===== config.mk =====
export PLATFORM = sky130hd
export DESIGN_NAME = rlc_um_pdu_header_builder
export DESIGN_NICKNAME = d
export VERILOG_FILES = /design/src/sv/rlcum_pkg.sv /design/src/sv/rlcum_front.sv /design/src/sv/rlcum_queue.sv /design/src/sv/rlcum_back.sv /design/src/sv/rlc_um_pdu_header_builder.sv
export SDC_FILE = /design/constraint.sdc
export NUM_CORES = 1
export LEC_CHECK = 0
export ABC_AREA = 1
export BUFFER_PORTS_ARGS = -buffer_cell sky130_fd_sc_hd__buf_2
export CELL_PAD_IN_SITES_DETAIL_PLACEMENT = 1
export CELL_PAD_IN_SITES_GLOBAL_PLACEMENT = 1
export CORE_MARGIN = 1.5
export CORE_UTILIZATION = 39
export CTS_BUF_LIST = sky130_fd_sc_hd__clkbuf_16
export DETAILED_ROUTE_END_ITERATION = 12
export PLACE_DENSITY_LB_ADDON = 0.1
export SYNTH_ARGS = -nofsm -noshare
export SYNTH_HDL_FRONTEND = slang
export SYNTH_HIERARCHICAL = 1
export SYNTH_SLANG_ARGS = --single-unit
export TNS_END_PERCENT = 5

===== constraint.sdc =====
create_clock -name clk -period 11 [get_ports clk]
set_clock_uncertainty 0.05 [all_clocks]
set_input_delay 2.2 -clock clk [delete_from_list [all_inputs] [get_ports clk]]
set_output_delay 2.2 -clock clk [all_outputs]
set_load 0.005 [all_outputs]

===== src/sv/rlcum_pkg.sv =====
// shared types and constants of the radio link unacknowledged-mode header builder
// no dependencies; used by every module of the block

package rlcum_pkg;

    // default limit on length indicators kept per pdu
    localparam int MAX_LI_DEF = 32;

    // bytes one item can produce, and the width of a byte count
    localparam int MAX_BYTES = 4;
    localparam int CNT_W     = 3;

    // queue between the front and the back
    localparam int Q_DEPTH = 2;
    localparam int Q_PTR_W = 1;
    localparam int Q_CNT_W = 2;

    // sequence number masks for the two modes
    localparam logic [9:0] SN5_MASK  = 10'h01f;
    localparam logic [9:0] SN10_MASK = 10'h3ff;

    // sequence number modes
    localparam logic SN_MODE_5  = 1'b0;
    localparam logic SN_MODE_10 = 1'b1;

    // header bytes caused by one input item
    typedef struct packed {
        logic [MAX_BYTES-1:0][7:0] data;
        logic [MAX_BYTES-1:0]      ends;
        logic [CNT_W-1:0]          count;
    } hdr_entry_t;

endpackage


===== src/sv/rlcum_front.sv =====
// front of the header builder: takes items, keeps the pdu packing state and
// forms the header bytes of each item; depends on rlcum_pkg

module rlcum_front #(
    parameter int MAX_LI = rlcum_pkg::MAX_LI_DEF
) (
    input  logic                  clk,
    input  logic                  rst_n,
    input  logic                  cfg_we,
    input  logic                  cfg_wdata,
    input  logic                  in_valid,
    output logic                  in_ready,
    input  logic [1:0]            framing_info,
    input  logic [10:0]           length_value,
    input  logic                  first_of_pdu,
    input  logic                  last_of_pdu,
    input  logic                  has_length,
    output logic                  q_push,
    output rlcum_pkg::hdr_entry_t q_entry,
    input  logic                  q_full
);

    localparam int LCW = $clog2(MAX_LI + 1);

    logic           sn_mode_reg;
    logic [9:0]     seq_number_reg, seq_number_next;
    logic [3:0]     pending_reg, pending_next;
    logic           odd_reg, odd_next;
    logic [LCW-1:0] length_count_reg, length_count_next;
    logic           accept;

    rlcum_pkg::hdr_entry_t entry;

    assign in_ready = !q_full;
    assign accept   = in_valid && in_ready;

    // form the bytes of one item and the state it leaves
    always_comb
    begin
        logic [rlcum_pkg::CNT_W-1:0] n_v;
        logic closes;
        logic e_bit;
        entry             = '0;
        n_v               = '0;
        closes            = 1'b0;
        e_bit             = 1'b0;
        seq_number_next   = seq_number_reg;
        pending_next      = first_of_pdu ? 4'h0 : pending_reg;
        odd_next          = first_of_pdu ? 1'b0 : odd_reg;
        length_count_next = first_of_pdu ? '0 : length_count_reg;

        // sequence number header
        if (first_of_pdu)
        begin
            if (sn_mode_reg == rlcum_pkg::SN_MODE_5)
            begin
                entry.data[0] = {framing_info, has_length, seq_number_reg[4:0]};
                entry.ends[0] = !has_length;
                n_v = 3'd1;
            end
            else
            begin
                entry.data[0] = {3'b000, framing_info, has_length, seq_number_reg[9:8]};
                entry.ends[0] = 1'b0;
                entry.data[1] = seq_number_reg[7:0];
                entry.ends[1] = !has_length;
                n_v = 3'd2;
            end
        end

        // length indicator packing, two per three bytes
        if (has_length)
        begin
            if (length_count_next < LCW'(MAX_LI))
            begin
                closes = last_of_pdu || (length_count_next == LCW'(MAX_LI - 1));
                e_bit  = !closes;
                if (!odd_next)
                begin
                    entry.data[n_v[1:0]] = {e_bit, length_value[10:4]};
                    entry.ends[n_v[1:0]] = 1'b0;
                    n_v = n_v + 3'd1;
                    pending_next = length_value[3:0];
                    odd_next     = 1'b1;
                    if (closes)
                    begin
                        entry.data[n_v[1:0]] = {length_value[3:0], 4'h0};
                        entry.ends[n_v[1:0]] = 1'b1;
                        n_v = n_v + 3'd1;
                        pending_next = 4'h0;
                        odd_next     = 1'b0;
                    end
                end
                else
                begin
                    entry.data[n_v[1:0]] = {pending_next, e_bit, length_value[10:8]};
                    entry.ends[n_v[1:0]] = 1'b0;
                    n_v = n_v + 3'd1;
                    entry.data[n_v[1:0]] = length_value[7:0];
                    entry.ends[n_v[1:0]] = closes;
                    n_v = n_v + 3'd1;
                    pending_next = 4'h0;
                    odd_next     = 1'b0;
                end
                length_count_next = length_count_next + LCW'(1);
            end
        end
        else if (!first_of_pdu && last_of_pdu && odd_next)
        begin
            // flush a half-filled pair
            entry.data[n_v[1:0]] = {pending_next, 4'h0};
            entry.ends[n_v[1:0]] = 1'b1;
            n_v = n_v + 3'd1;
            pending_next = 4'h0;
            odd_next     = 1'b0;
        end

        // close the pdu and advance the sequence number
        if (last_of_pdu)
        begin
            seq_number_next   = (seq_number_reg + 10'd1) &
                                ((sn_mode_reg == rlcum_pkg::SN_MODE_10) ?
                                 rlcum_pkg::SN10_MASK : rlcum_pkg::SN5_MASK);
            length_count_next = '0;
            odd_next          = 1'b0;
            pending_next      = 4'h0;
        end

        entry.count = n_v;
    end

    assign q_push  = accept && (entry.count != '0);
    assign q_entry = entry;

    // packing state and configuration
    always_ff @(posedge clk or negedge rst_n)
    begin
        if (!rst_n)
        begin
            sn_mode_reg      <= rlcum_pkg::SN_MODE_5;
            seq_number_reg   <= '0;
            pending_reg      <= '0;
            odd_reg          <= 1'b0;
            length_count_reg <= '0;
        end
        else
        begin
            if (cfg_we)
            begin
                sn_mode_reg <= cfg_wdata;
            end
            if (accept)
            begin
                seq_number_reg   <= seq_number_next;
                pending_reg      <= pending_next;
                odd_reg          <= odd_next;
                length_count_reg <= length_count_next;
            end
        end
    end

    // a pushed entry holds one to four bytes
    a_push_count: assert property (@(posedge clk) disable iff (!rst_n)
        q_push |-> (q_entry.count <= rlcum_pkg::CNT_W'(rlcum_pkg::MAX_BYTES)))
        else $error("entry byte count out of range");

    // the kept indicator count never passes the limit
    a_count_limit: assert property (@(posedge clk) disable iff (!rst_n)
        length_count_reg <= LCW'(MAX_LI))
        else $error("length indicator count beyond limit");

endmodule


===== src/sv/rlcum_queue.sv =====
// two-entry queue of header byte groups between front and back
// depends on rlcum_pkg

module rlcum_queue (
    input  logic                  clk,
    input  logic                  rst_n,
    input  logic                  push,
    input  rlcum_pkg::hdr_entry_t push_entry,
    output logic                  full,
    input  logic                  pop,
    output logic                  not_empty,
    output rlcum_pkg::hdr_entry_t head
);

    rlcum_pkg::hdr_entry_t entries_reg [rlcum_pkg::Q_DEPTH];
    logic [rlcum_pkg::Q_PTR_W-1:0] wr_ptr_reg, rd_ptr_reg;
    logic [rlcum_pkg::Q_CNT_W-1:0] count_reg;

    assign full      = (count_reg == rlcum_pkg::Q_CNT_W'(rlcum_pkg::Q_DEPTH));
    assign not_empty = (count_reg != '0);
    assign head      = entries_reg[rd_ptr_reg];

    // entry storage
    always_ff @(posedge clk)
    begin
        if (push)
        begin
            entries_reg[wr_ptr_reg] <= push_entry;
        end
    end

    // pointers and fill count
    always_ff @(posedge clk or negedge rst_n)
    begin
        if (!rst_n)
        begin
            wr_ptr_reg <= '0;
            rd_ptr_reg <= '0;
            count_reg  <= '0;
        end
        else
        begin
            if (push)
            begin
                wr_ptr_reg <= wr_ptr_reg + rlcum_pkg::Q_PTR_W'(1);
            end
            if (pop)
            begin
                rd_ptr_reg <= rd_ptr_reg + rlcum_pkg::Q_PTR_W'(1);
            end
            if (push && !pop)
            begin
                count_reg <= count_reg + rlcum_pkg::Q_CNT_W'(1);
            end
            else if (pop && !push)
            begin
                count_reg <= count_reg - rlcum_pkg::Q_CNT_W'(1);
            end
        end
    end

    // no write into a full queue unless a read frees a place, no read from an empty one
    a_no_overflow: assert property (@(posedge clk) disable iff (!rst_n)
        push |-> (!full || pop))
        else $error("queue overflow");

    a_no_underflow: assert property (@(posedge clk) disable iff (!rst_n)
        pop |-> not_empty)
        else $error("queue underflow");

endmodule


===== src/sv/rlcum_back.sv =====
// back of the header builder: sends the queued bytes one per cycle while out_ready is high and bytes are queued
// depends on rlcum_pkg

module rlcum_back (
    input  logic                  clk,
    input  logic                  rst_n,
    input  logic                  q_not_empty,
    input  rlcum_pkg::hdr_entry_t q_head,
    output logic                  q_pop,
    output logic                  out_valid,
    input  logic                  out_ready,
    output logic [7:0]            header_byte,
    output logic                  header_end,
    output logic                  run_last
);

    rlcum_pkg::hdr_entry_t cur_reg;
    logic [1:0]            idx_reg;
    logic                  valid_reg;
    logic                  last_byte;

    assign last_byte = ({1'b0, idx_reg} == (cur_reg.count - rlcum_pkg::CNT_W'(1)));
    assign q_pop     = q_not_empty && (!valid_reg || (out_ready && last_byte));

    assign out_valid   = valid_reg;
    assign header_byte = cur_reg.data[idx_reg];
    assign header_end  = cur_reg.ends[idx_reg];
    assign run_last    = last_byte;

    // current group
    always_ff @(posedge clk)
    begin
        if (q_pop)
        begin
            cur_reg <= q_head;
        end
    end

    // byte position and output valid
    always_ff @(posedge clk or negedge rst_n)
    begin
        if (!rst_n)
        begin
            idx_reg   <= '0;
            valid_reg <= 1'b0;
        end
        else if (q_pop)
        begin
            idx_reg   <= '0;
            valid_reg <= 1'b1;
        end
        else if (valid_reg && out_ready)
        begin
            if (last_byte)
            begin
                valid_reg <= 1'b0;
            end
            else
            begin
                idx_reg <= idx_reg + 2'd1;
            end
        end
    end

    // the byte position stays inside a non-empty group
    a_idx_in_group: assert property (@(posedge clk) disable iff (!rst_n)
        valid_reg |-> ((cur_reg.count != '0) && ({1'b0, idx_reg} < cur_reg.count)))
        else $error("byte position outside group");

endmodule


===== src/sv/rlc_um_pdu_header_builder.sv =====
// top level of the radio link unacknowledged-mode pdu header builder
// instantiates rlcum_front, rlcum_queue and rlcum_back; depends on rlcum_pkg

// Builds pdu headers as a byte stream. Each input item is one length
// indicator, or marks a pdu without indicators; it produces zero to four
// header bytes (sequence number header on the first item, packed length
// indicators after). The input takes an item in every cycle while the
// two-group queue behind the front has room; the output sends one byte per
// cycle while m_tready is high; an item yields four bytes at worst (a first
// item in 10-bit mode whose single indicator closes the header). tlast marks
// the final byte of a pdu header on the output, tuser the final byte caused
// by one item. The user writes sn_mode through cfg_we/cfg_wdata only while
// the block is idle; the block does not enforce it. No clearing pass after reset.

module rlc_um_pdu_header_builder #(
    parameter int MAX_LI = rlcum_pkg::MAX_LI_DEF
) (
    input  logic        clk,
    input  logic        rst_n,
    // configuration
    input  logic        cfg_we,
    input  logic        cfg_wdata,     // sn_mode
    // input items
    input  logic        s_tvalid,
    output logic        s_tready,
    input  logic [15:0] s_tdata,       // framing_info[1:0], length_value[12:2], zero
    input  logic        s_tlast,       // last_of_pdu
    input  logic [1:0]  s_tuser,       // first_of_pdu[0], has_length[1]
    // header bytes
    output logic        m_tvalid,
    input  logic        m_tready,
    output logic [7:0]  m_tdata,       // header_byte[7:0]
    output logic        m_tlast,       // header_end
    output logic [0:0]  m_tuser        // run_last[0]
);

    logic                  q_push;
    logic                  q_full;
    logic                  q_pop;
    logic                  q_not_empty;
    rlcum_pkg::hdr_entry_t q_in;
    rlcum_pkg::hdr_entry_t q_head;
    logic                  run_last;

    // classify items and form their bytes
    rlcum_front #(
        .MAX_LI(MAX_LI)
    ) u_front (
        .clk          (clk),
        .rst_n        (rst_n),
        .cfg_we       (cfg_we),
        .cfg_wdata    (cfg_wdata),
        .in_valid     (s_tvalid),
        .in_ready     (s_tready),
        .framing_info (s_tdata[1:0]),
        .length_value (s_tdata[12:2]),
        .first_of_pdu (s_tuser[0]),
        .last_of_pdu  (s_tlast),
        .has_length   (s_tuser[1]),
        .q_push       (q_push),
        .q_entry      (q_in),
        .q_full       (q_full)
    );

    // decoupling queue
    rlcum_queue u_queue (
        .clk        (clk),
        .rst_n      (rst_n),
        .push       (q_push),
        .push_entry (q_in),
        .full       (q_full),
        .pop        (q_pop),
        .not_empty  (q_not_empty),
        .head       (q_head)
    );

    // byte serializer
    rlcum_back u_back (
        .clk         (clk),
        .rst_n       (rst_n),
        .q_not_empty (q_not_empty),
        .q_head      (q_head),
        .q_pop       (q_pop),
        .out_valid   (m_tvalid),
        .out_ready   (m_tready),
        .header_byte (m_tdata),
        .header_end  (m_tlast),
        .run_last    (run_last)
    );

    assign m_tuser = run_last;

endmodule

Word-level counts from Yosys, hierarchy flattened
Memories as Yosys holds them, arrays and structs flattened. A register that Yosys moved wholly into a read port is not among the register bits.
Cells that the tools add are included.
{"block": "word_totals", "reg_bits": 29, "latchBits": 0, "ramBits": 78, "rom_bits": 0, "inputBits": 25, "wordCells": 129, "memories": 1}
{"name": "u_queue.entries_reg", "words": 2, "width": 39, "rd": 1, "rd_clocked_by_memory_dff": 1, "wr": 1, "line": "rlcum_queue.sv:15", "source": "rlcum_pkg::hdr_entry_t entries_reg [rlcum_pkg::Q_DEPTH];"}
{"block": "classes", "add_sub_neg": 10, "multipliers": 0, "div_mod_pow": 0, "order_cmp": 6, "n_eq_ne": 4, "shifts": 0, "muxes": 65, "n_bitwise": 5, "n_reduce_logical": 28}
{"operator": "two-way mux 36 bit", "n": 5}
{"operator": "bitwise mux 32 bit", "n": 5}
{"operator": "two-way mux 8 bit", "n": 5}
{"operator": "demux 8 bit (select 2 bit)", "n": 2}
{"operator": "two-way mux 4 bit", "n": 7}
{"operator": "two-way mux 6 bit", "n": 4}
{"operator": "two-way mux 3 bit", "n": 6}
{"operator": "two-way mux 1 bit", "n": 17}
{"operator": "binary-select mux 8 bit (select 2 bit)", "n": 1}
{"operator": "two-way mux 16 bit", "n": 1}
{"operator": "two-way mux 2 bit", "n": 7}
{"operator": "logical AND 1 bit", "n": 11}
{"operator": "adder 10 x 1 -> 10 bit, second input constant", "n": 1}
{"operator": "AND 10 bit", "n": 1}
{"operator": "two-way mux 10 bit", "n": 1}
{"operator": "< comparator 2 x 3 -> 1 bit, second input constant", "n": 3}
{"operator": "nonzero test 2 bit", "n": 4}
{"operator": "zero test 1 bit", "n": 7}
{"operator": "adder 3 x 1 -> 3 bit, second input constant", "n": 2}
{"operator": "adder 6 x 1 -> 6 bit, second input constant", "n": 1}
{"operator": "== test 6 x 5 -> 1 bit, second input constant", "n": 1}
{"operator": "< comparator 6 bit, second input constant", "n": 1}
{"operator": "AND reduction 2 bit", "n": 3}
{"operator": "adder 2 x 1 -> 2 bit, second input constant", "n": 2}
{"operator": "other kinds (16)", "n": 20}

Longest topological paths before layout
{"block": "depth", "ltp_word": 14, "ltp_mapped": 24}

Hierarchy
Netlist, hierarchy kept.
{"module": "rlcum_queue", "n_inst": 1, "cells_each": 146, "area_per_inst_um2": 3032.9}
{"module": "rlcum_front", "n_inst": 1, "cells_each": 321, "area_per_inst_um2": 2067.0}
{"module": "rlcum_back", "n_inst": 1, "cells_each": 129, "area_per_inst_um2": 1701.6}

Worst setup path before layout
No wires, ideal clock.
{"block": "synth_timing", "path_kind": "input-to-reg", "start": "input s_tuser[0]", "end": "memory u_queue/entries_reg[0][0] in the netlist's numbering (enable)", "arrival_time_ns": 5.585, "path_slack_ns": 4.929, "cell_stages": 20, "path_cell_list": "inv_4 buf_6 nand2_1 inv_1 ha_1 nand2_1 nor2_2 nand2_2 nand2_2 buf_6 ha_1 inv_1 nand4_1 nand2_2 a21oi_2 nand3_1 nand2_1 inv_1 inv_1 nor2_1"}
{"item": "start, declared", "line": "rlc_um_pdu_header_builder.sv:28", "source": "input logic [1:0] s_tuser,"}
{"item": "end, declared", "line": "rlcum_queue.sv:15"}

==> results.cfg <==
[status]
status = completed

[cts]
cts_hold_buf = 0
htreeDepth = 4
clkTransAtPathRegs_ns = 0.06
post_cts_buffers = 0
cts_tree = built
clock_path_buffers = 2
cts_resized = 0
numCtsBuffers = 17
numClockSinks = 146
root_buffer = clkbuf_16
clk_latency_ns = 0.42

[timing]
max_freq_ghz = 0.198
setup_viol = 0
slew_viol_final = 0
slew-limit-headroom_pct = 42.2
worst_pin_slew_ns = 0.866
fin_crit_ns = 5.05
finalCritPeriodShare_pct = 45.9
fin_setup_tns_ns = 0
hold_viol_final = 0
rsz0062_at_grt = false

[power_and_ir_drop]
power.net_switching_mw = 0.553
swShare_pct = 30.0
ir_drop_v = 0.0000979
p_int_mw = 1.29
leakage_nw = 3.10
p_per_area_nw_per_um2 = 237
total_power_mw = 1.85
seq_power_share_pct = 42.9
combPwrFrac_pct = 23.1
pwr-share-clk_pct = 34.0

[die]
fp.dieW_um = 135
std_cell_rows = 48
core-area_um2 = 17200
start_util_pct = 39.6
die_area_um2 = 18200
top_level_ports = 37
dieHeight_um = 135

[layout]
drive_above_1_share_pct = 21.7
fin_util_pct = 45.3
nFillCells = 1867
multi_input_area_um2 = 2160
antenna_cells = 0
layout_common_cells = edfxtp_1 (117), nand2_1 (103), inv_1 (57), nor2_1 (39), mux2_2 (39)
finalInstanceArea_um2 = 7770
seq_area_um2 = 4240
largest_reg_flops = 78
layout_commonest_cell = edfxtp_1
finalNetCount = 663
syn_to_final_growth_pct = 14.3

[routing]
drt-vias-per-instance = 5.19
route.vias.total = 4513
dr.pass1.iters = 7
route.detailed.drc = 0
routed_wirelength_um = 16200
drt_iter0_drc = 272
avgRoutedWirePerCell_um = 18.6
ant_nets = 0

[placed_design]
place_area_um2 = 7140
detailed_place_hpwl_um = 11000
gp_congestion = 0.853
io_buffers = 33

[global_route]
track_usage_pct = 19.4
grt_max_degree = 42
grt_pass1_wl_um = 26400
overflow = 0
grt_pass1_vias = 4708
antenna_found_initial = 0

[yosys]
ys_ff_latch = 146
syn_area_per_cell_um2 = 11.4
yosysWarningCount = 6
yosysSeqAreaShare_pct = 62.3
synth_area_leaders = edfxtp_1 (52%), dfrtp_1 (11%), mux2_2 (6.5%), nand2_1 (5.7%), inv_1 (3.1%)
yosysTopAreaCellShare_pct = 51.7
synth_edf_count = 117
synth.cell_area_um2 = 6800
synthArstFlopShare_pct = 19.9
synth_top_area_cell = edfxtp_1
synth_cell_types = 41
synth_ff_type = edfxtp_1
syn_inst = 596

[critical_path]
critPathCaptureType = register
r2r_slack_ns = 7.78
path_class = in2reg
cp.required_ns = 11.00
crit_fanout = 39
cp.arrival_ns = 5.06
start_kind = primary input

[worst_hold_path]
hp-class = reg2reg

[job]
maxCapViolCount = 0
## per-stage QoR
| stage | worst slack [ns] | hold slack, ns | instances |
|---|---|---|---|
| CTS | 5.93 | 0.446 | 870 |
| global route | 5.64 | 0.479 | 870 |
| global placement | 5.58 | 0.411 | 839 |
| floorplan | 4.93 | 0.392 | 599 |
| detailed placement | 5.49 | 0.433 | 839 |
| finish | 5.95 | 0.443 | 870 |
## power by group through the flow
stage | combinational [mW] | clock (mW) | sequential, mW
3_5_place_dp | 0.432 | 0 | 0.802
2_1_floorplan | 0.326 | 0 | 0.773
4_1_cts | 0.435 | 0.643 | 0.792
5_1_grt | 0.479 | 0.660 | 0.804
6_report | 0.427 | 0.627 | 0.791
3_3_place_gp | 0.421 | 0 | 0.797
## cell type report
class | count | share of cell area, %
Clock buffer | 17 | 5.47
Clock inverter | 14 | 2.70
Inverter | 67 | 3.27
Multi-Input combinational cell | 363 | 27.8
Sequential cell | 146 | 54.5
Tap cell | 225 | 3.62
Timing Repair Buffer | 38 | 2.61
## worst max-delay path, cell delays in order
cell and delay [ns]:
buf_2 0.16, inv_4 0.20, nand2_1 0.13, inv_1 0.11
ha_1 0.19, nand2_1 0.07, nor2_2 0.14, nand2_2 0.09
nand2_2 0.24, ha_1 0.29, inv_1 0.06, nand4_1 0.10
nand2_2 0.11, a21oi_2 0.04, nand3_1 0.09, nand2_1 0.05
inv_1 0.12, inv_1 0.09, nor2_4 0.07, buf_4 0.47
## Yosys cell counts, types with 4 or more instances
library cell	n
nor2_1	40
buf_6	7
inv_1	57
inv_2	8
nand2_2	12
nand3_1	25
nor3_1	14
o21ai_0	26
buf_4	9
nand4_1	9
a21oi_1	16
clkbuf_1	4
o21ai_1	13
mux2_2	39
ha_1	5
xor2_1	11
nand2_1	103
o221ai_1	7
nand2_4	5
edfxtp_1	117
dfrtp_1	29
o22ai_1	16
## metal layers
metal	GRT usage, %	share of wire, %	up-vias	wire, um
met3	4.09	3.3	12	538
met5	0	0	-	0
li1	-	-	2148	-
met1	26.7	48	2269	7810
met2	31.0	47	84	7660
met4	5.56	1.1	0	182
## final timing paths
check / to / startpoint / depth (start not counted)
max: u_queue/entries_reg[0][15] / s_tuser[0] / 20
min: u_queue/count_reg[1] / u_queue/count_reg[1] / 2
max reg2reg: u_queue/entries_reg[0][15] / u_front/length_count_reg[1] / 18
min reg2reg: u_queue/count_reg[1] / u_queue/count_reg[1] / 2
max in group asynchronous: u_front/pending_reg[1] / rst_n / 1
min in group asynchronous: u_back/out_valid / rst_n / 1
## kinds of logic (layout without fill, tap and decap cells)
| family | after synthesis | count (layout) | synth area share, % |
|---|---|---|---|
| other cells | 1 | 4 | 0.0551 |
| mux | 39 | 39 | 6.46 |
| flops | 146 | 146 | 62.3 |
| xor+xnor | 13 | 13 | 1.78 |
| buf+inv | 90 | 136 | 6.37 |
| fa+ha+maj | 5 | 5 | 0.920 |
| simple gates | 213 | 213 | 14.4 |
| compound gates | 89 | 89 | 7.73 |
Power figures use the tool's default switching activity.
